--- src/rtl/swm_pkg.sv ---
// ----------------------------------------------------------------------------
// swm_pkg: shared types and constants for the sliding window maximum block
// Widths, register map, controller states and the command/status bundles
// exchanged between the controller and the datapath.
// ----------------------------------------------------------------------------
package swm_pkg;

  localparam int SAMPLE_W       = 32;
  localparam int POS_W          = 32;
  localparam int WSIZE_W        = 7;
  localparam int APB_DATA_W     = 32;
  localparam int APB_ADDR_W     = 2;
  localparam int WINDOW_MAX_DEF = 64;

  localparam logic [APB_ADDR_W-1:0] REG_WINDOW_SIZE = 2'd0;
  localparam logic [WSIZE_W-1:0]    WSIZE_RESET     = 7'd1;

  typedef enum logic {
    S_IDLE,
    S_CHECK
  } state_t;

  // controller to datapath
  typedef struct packed {
    logic accept;
    logic drop_head;
    logic drop_tail;
    logic push;
  } dp_cmd_t;

  // datapath to controller
  typedef struct packed {
    logic front_stale;
    logic back_le;
    logic emit;
    logic out_busy;
  } dp_status_t;

endpackage

--- src/rtl/swm_ctrl.sv ---
// ----------------------------------------------------------------------------
// swm_ctrl: sequencer of the sliding window maximum block
// Takes one transaction, then pops stale front entries and dominated back
// entries one per cycle before pushing the new sample.
// ----------------------------------------------------------------------------
module swm_ctrl (
  input  logic                  clk,
  input  logic                  rst_n,
  input  logic                  in_valid,
  output logic                  in_ready,
  input  swm_pkg::dp_status_t   status,
  output swm_pkg::dp_cmd_t      cmd
);
  import swm_pkg::*;

  state_t state_r;
  state_t state_nxt;

  always_ff @(posedge clk) begin
    if (!rst_n) begin
      state_r <= S_IDLE;
    end else begin
      state_r <= state_nxt;
    end
  end

  always_comb begin
    state_nxt = state_r;
    cmd       = '0;
    in_ready  = 1'b0;
    case (state_r)
      S_IDLE: begin
        in_ready = 1'b1;
        if (in_valid) begin
          cmd.accept = 1'b1;
          state_nxt  = S_CHECK;
        end
      end
      S_CHECK: begin
        if (status.front_stale) begin
          cmd.drop_head = 1'b1;
        end else if (status.back_le) begin
          cmd.drop_tail = 1'b1;
        end else if (!(status.emit && status.out_busy)) begin
          // hold while a result is due and the output register is still full
          cmd.push  = 1'b1;
          state_nxt = S_IDLE;
        end
      end
      default: begin
        state_nxt = S_IDLE;
      end
    endcase
  end

endmodule

--- config.mk ---
export PLATFORM = sky130hd
export DESIGN_NAME = swm_ctrl
export DESIGN_NICKNAME = d
export VERILOG_FILES = /design/src/rtl/swm_pkg.sv /design/src/rtl/swm_ctrl.sv
export SDC_FILE = /design/constraint.sdc
export NUM_CORES = 1
export LEC_CHECK = 0
export BUFFER_PORTS_ARGS = -buffer_cell sky130_fd_sc_hd__buf_2
export CORE_AREA = 10 10 47 49
export CTS_CLUSTER_SIZE = 20
export DETAILED_ROUTE_END_ITERATION = 16
export DIE_AREA = 0 0 57 59
export HOLD_SLACK_MARGIN = 0.15
export REMOVE_ABC_BUFFERS = 1
export SLEW_MARGIN = 20
export SYNTH_ARGS = -nofsm -noshare
export SYNTH_HDL_FRONTEND = slang
export SYNTH_SLANG_ARGS = --single-unit
--- constraint.sdc ---
create_clock -name clk -period 1.5 [get_ports clk]
set_input_delay 0.075 -clock clk [delete_from_list [all_inputs] [get_ports clk]]
set_output_delay 0.075 -clock clk [all_outputs]
set_load 0.05 [all_outputs]
==> results of run 1 <==
## power groups by stage
stage / Combinational, W / Sequential (W) / Clock (W)
after detailed placement: 0.0000535 / 0.0000314 / 0
after global placement: 0.0000532 / 0.0000311 / 0
after floorplan: 0.0000367 / 0.0000307 / 0
after global routing: 0.0000565 / 0.0000316 / 0
after CTS: 0.0000536 / 0.0000313 / 0
final: 0.0000530 / 0.0000313 / 0
## cell usage after synthesis
library cell,instances,area [µm²]
a21oi_1,1,5.00
and2_1,1,6.26
and2_2,1,7.51
and2b_2,1,8.76
dfxtp_1,1,20.0
inv_1,1,3.75
nand2_1,1,3.75
nor3b_1,1,7.51
nor3b_2,1,12.5
o21ai_0,1,5.00
## worst min-delay path by stage
stage                     startpoint      end  depth (start not counted)
final                          rst_n  state_r                          3
after global routing           rst_n  state_r                          3
after CTS                      rst_n  state_r                          3
after detailed placement       rst_n  state_r                          3
after global placement         rst_n  state_r                          3
after floorplan                rst_n  state_r                          2
## critical path, cell delays in order (launching register included)
cell	delay, ns
dfxtp_1	0.35
nor3b_2	0.20
and2_1	0.14
buf_2	0.26
## layout by cell type (no fill, tap or decap)
| master | Yosys | layout |
|---|---|---|
| and2_1 | 1 | 1 |
| inv_1 | 1 | 1 |
| and2_2 | 1 | 1 |
| buf_2 | 0 | 11 |
| o21ai_0 | 1 | 1 |
| dfxtp_1 | 1 | 1 |
| nor3b_2 | 1 | 1 |
| nand2_1 | 1 | 1 |
| nor3b_1 | 1 | 1 |
| and2b_2 | 1 | 1 |
| a21oi_1 | 1 | 1 |
## kinds of logic (layout without fill, tap and decap cells)
logic type | count (synthesis) | after routing | synth area share
flops | 1 | 1 | 0.250
simple gates | 6 | 6 | 0.578
compound gates | 2 | 2 | 0.125
buf+inv | 1 | 12 | 0.0468
## area by class of cell
class / count / area (µm²) / share of cell area
multi-input cells: 8 / 56.3 / 0.363
repair buffers: 11 / 55.1 / 0.355
flip-flops and latches: 1 / 20.0 / 0.129
well taps: 16 / 20.0 / 0.129
inverters: 1 / 3.75 / 0.0242
## layer usage
layer  track usage  vias to the layer above  part of all wire
met1        0.0167                       40              0.33
met4             0                        0                 0
li1              -                       55                 -
met3        0.0300                        0              0.42
met2        0.0202                       14              0.25
met5             0                        -                 0
## through the flow
stage                     hold slack [ns]  setup TNS (ns)  instance area [µm²]   util
after floorplan                     0.213          -0.363                 80.1      -
after detailed placement            0.331               0                  155  0.111
after CTS                           0.331               0                  155  0.111
after global routing                0.374               0                  155  0.111
final                               0.329               0                  155  0.111
after global placement              0.330               0                  155  0.111
==> results.md, run 1 <==
- The classification of the worst-slack hold path is input port to flop.
- Between clock sinks in the finished design, the worst skew comes to 0 ns.
- OpenSTA, run right after detailed placement, puts the worst setup slack at 0.465 ns.
- During I/O placement, the number of pins put on the boundary was 12.
- STA classifies the critical path startpoint as a flop.
- Across all register-to-register paths, the minimum setup slack is 0.74 ns.
- The number of synthesized register bits is 1.
- At the end of routability-driven placement, the weighted congestion stood at 0.605.
- The synthesized netlist contains 10 unique library cells.
- The register with the most flip-flops in the final layout is state_r.
- The required time of the worst setup path is 1.42 ns.
- The total routing usage reported by global routing is 0.0177.
- The transition time at the pin with the least slew margin is about 0.26 ns.
- The flow ran to the end, and the final reports show no timing, DRC or antenna violations.
- The overall power after layout is 0.0000843 W.
- Across the run, the number of max-cap violations was 0.
- The clock-pin slew of the registers on the worst-case setup and hold paths is 0 ns.
- The capturing element of the worst setup path is cmd[0].
- Setup repair after global routing left no endpoint under its margin.
- The number of placed cells counting well taps is 37.
- The number of flip-flops under the largest register name was 1.
- Clock latency on the worst-skew pair, taken at its later pin, is 0 ns.
- The worst endpoint data arrival time is 0.94 ns.
- The final instance count without filler cells is 37.
- Of the synthesized area, sequential elements account for 0.250.
- The first-pass GRT wire length is roughly 500 µm.
- The count of antenna diodes in the layout is 0.
- Counting the fill cells in the layout gives around 170.
- Of the total power, the share spent switching nets is 0.452.
- For this block, the initial DRC count from the detailed router was 0.
- The final worst-path cycle share is 0.680.
- In this run the tightest slew margin relative to its limit is 0.829.
- In the final layout, the share of cells above drive strength 1 is 0.667.
- For this design, the CTS-stage hold fixing added 0 buffers.
- The total leakage power is 0.0790 nW.
- Static timing analysis puts the maximum clock frequency at 0.981 GHz.
- In this run the remaining antenna-violating nets after routing total 0.
- The final setup violation count is 0.
- The minimum clock period is 1.02 ns.
- The DRC violation count after routing is 0.
- The share of power burned in registers is 0.371.
- Of the total power, combinational logic draws 0.629.
- Power spread over the standard cell area amounts to 543 mW/mm².
- The die span in x is 57 µm.
- The clock network fraction of total power is 0.
- The total global routing overflow is 0.
- The overall die area is 0.00336 mm².
- The worst setup path is captured at an output port.
- In the final layout, the registers with the most flip-flops are state_r (1).
- The average detailed-routed wire length per instance is about 9 µm.
- The maximum net fanout on the critical path is 5.
- The floorplan has 14 rows.
- The via count of the first global-routing pass is 111.
- The number of antenna violations at the first check in global routing is 0.
- The kind of critical path is flop to output port.
- The final layout net count is 30.
- The final layout contains routed wiring with a total length of 342 µm.
- The total of buffers placed on input and output ports is 11.
- In the post-route analysis, the smallest setup slack over all paths is 0.480 ns.
- The worst IR drop on VDD is 0.0711 mV.
- The cell depth of the worst flop-to-flop path is 2.
- The max-slew violation count came to 0.
- The average size of a mapped cell is about 8 µm².
- The number of hold violations in the final report is 0.
- Entering global routing, the biggest net connects 6 pins.
- The internal cell power is roughly 0.000046 W.
- The Yosys step of the flow raised 0 warnings.
- The end of the worst register-to-register path is state_r.
- The die span in y is 59 µm.
- The analysis attributes to net switching a power of 0.0000381 W.
- The core outline area is ~0.0014 mm².
- The origin of the worst setup path is state_r.
- The final route contains around 110 vias.
- The reg-to-reg startpoint is state_r.
- The via density per instance is 2.95.
- For this run, the detailed router's first-pass iteration total came to 1.
- The area added between synthesis and finish is 93.7%.
- The post-cts gate resize count is 0.
- Synthesis produced a netlist whose cell count is 10.
- For this configuration, the core starts out at a cell density of 0.0571.
- The post-synthesis instance area is 80.1 µm².
- The number of setup buffers added after CTS is 0.
(Power assumes the default switching activity.)
==> run 2: changes to the inputs <==
clock period = 0.9 ns   (was 1.5 ns; I/O delays follow)
==> results.md, run 2 (synthesis gave the netlist of run 1 again) <==
- Timing analysis after detailed placement gives a worst setup slack of -0.0891 ns.
- After detailed routing, the number of vias per cell comes to 3.05.
- For this block, wires on met1 add up to around 130 µm.
- The region available for standard cell placement spans about 0.0014 mm².
- In this run the worst path has a maximum fanout of 4.
- The count of antenna diodes in the layout is 0.
- The die is roughly 57 µm wide.
- Registers take 21.3 µm².
- Detailed routing placed a total of approximately 140 µm of wire on met2.
- The initial DRC count is 0.
- The final setup violation count is 0.
- The final worst-path cycle share is 0.963.
- The worst-case headroom to the max-slew limit is 0.833.
- At the pin with the least slew margin, the transition time is around 0.25 ns.
- Data on the critical path is required at its endpoint by 0.85 ns.
- For this run, design rule violations remaining after detail routing come to 0.
- The detailed-placement wirelength estimate is 343 µm.
- The share of the core filled with cells is 0.134.
- The minimum clock period is 0.867 ns.
- The max-slew violation count is 0.
- The count of boundary I/O pins is 12.
- The ratio of cells with drive above 1 in the final layout is 0.773.
- The via count of the first global-routing pass is ~120.
- The average detailed-routed wire length per instance is 10.1 µm.
- For the final database, setup skew stands at 0 ns.
- Across the run, the number of max-cap violations was 0.
- The kind of end point of the critical path is an output port.
- Ranked by flip-flop count, first place goes to state_r.
- The final instance count without filler cells is 38.
- The routed wire length is 385 µm.
- The highest metal layer carrying signal wires in the routed design is met3.
- Setup slack closes at 0.0334 ns.
- Relative to the synthesized area, the layout overhead comes to 134%.
- For this block, the via count after detailed routing is 116.
- The first-pass GRT wire length is 593 µm.
- The total global routing overflow is 0.
- The element type at the critical path start is a flop.
- The number of hold violations in the final report is 0.
- The classification of the worst-slack hold path is input port to flop.
- The routed design uses between 100 and 150 µm of met3 wire.
- The flow ran to the end, and the final reports show no timing, DRC or antenna violations.
- In this run the post-CTS setup repair buffer count came out at 0.
- In the layout the commonest cells are buf_2 (8), buf_4 (3).
- Summing all multi-input logic gate instances after layout gives 65.1 µm².
- For this run, the detailed router's first-pass iteration total came to 1.
- By startpoint and endpoint, the worst setup path is classified as flop to output port.
- The number of antenna violations at the first check in global routing is 0.
- Clock-pin slew was measured on the worst setup and hold paths at 0 ns.
- The total of buffers placed on input and output ports is 11.
- The commonest non-fill, non-tap cell in the layout is buf_2.
- Hold repair after CTS inserted 0 buffers.
- IR analysis of the VDD net gives a maximum drop of 0.117 mV.
- The analysis attributes to cell leakage a power of ~0.092 nW.
- The die is 59 µm tall.
- The worst endpoint data arrival time is 0.82 ns.
- The final layout net count is 31.
- The number of flip-flops under the largest register name was 1.
- Entering global routing, the biggest net connects 5 pins.
- The overall die area is between 0.003 and 0.004 mm².
- The cell area after layout is 188 µm².
- Row generation in the floorplan step produced 14 rows.
- The cell area after placement is 163 µm².
- The remaining antenna violation count after routing is 0.
- For this configuration, the core starts out at a cell density of 0.0571.
- The number of placed cells counting well taps is 38.
- The tightest hold path in the finished design has a slack of 0.311 ns.
- The latest clock arrival within the worst-skew pair is 0 ns.
- After filler insertion, the fill cell instance count of the layout stands at roughly 160.
- For this design the ratio of total power to cell area is 845 mW/mm².
- Across every metal layer, demand over resource in global routing totals 0.0204.
- The highest clock rate is about 1.2 GHz.
- The routability congestion estimate from global placement is 0.631.
- Setup repair after global routing could not meet its margin everywhere.
- The largest registers in the layout are state_r (1).
==> run 2: cell count changes in the layout (fill, tap and decap cells not counted), sizes merged <==
cell,previous run,this run
buf,11,12
==> run 2: per-stage QoR <==
step	setup TNS, ns	total power, W
final	0	0.000159
after global routing	-0.0120	0.000166
after CTS	-0.0124	0.000152
after detailed placement	-0.126	0.000146
after global placement	-0.0908	0.000145
after floorplan	-1.02	0.000112
==> run 2: worst paths after layout <==
| kind | start | end | slack [ns] | cells past startpoint |
|---|---|---|---|---|
| hold reg to reg | state_r | state_r | 0.63 | 2 |
| setup / recovery | state_r | cmd[0] | 0.03 | 3 |
| hold / removal | rst_n | state_r | 0.31 | 3 |
| setup reg to reg | state_r | state_r | 0.11 | 3 |
==> run 2: what timing repair did <==
| item | 4_1_cts | 5_1_grt |
|---|---|---|
| setup endpoints to repair | 3 | 2 |
| gates resized for setup | 4 | 4 |
| hold endpoints to repair | 0 | 0 |
==> run 2: where the power goes <==
| part | switching (W) | internal, W |
|---|---|---|
| Combinational | 0.0000652 | 0.0000409 |
| Clock | 0 | 0 |
| Sequential | 0.00000296 | 0.0000496 |
==> run 2: routing by layer <==
layer  track usage  vias up
li1              -       57
met1        0.0192       47
met2        0.0295       12
met5             0        -
met3        0.0258        0
met4             0        0
==> run 2: worst max-delay path, cell delays in order, from the launching register on <==
cell and delay (ns):
dfxtp_2 0.32, nor3b_4 0.20, and2_4 0.17, buf_8 0.13
==> run 2: layout make-up <==
cell class,instances,area share
Multi-Input combinational cell,8,0.347
Sequential cell,1,0.113
Timing Repair Buffer,12,0.413
Tap cell,16,0.107
Inverter,1,0.0200
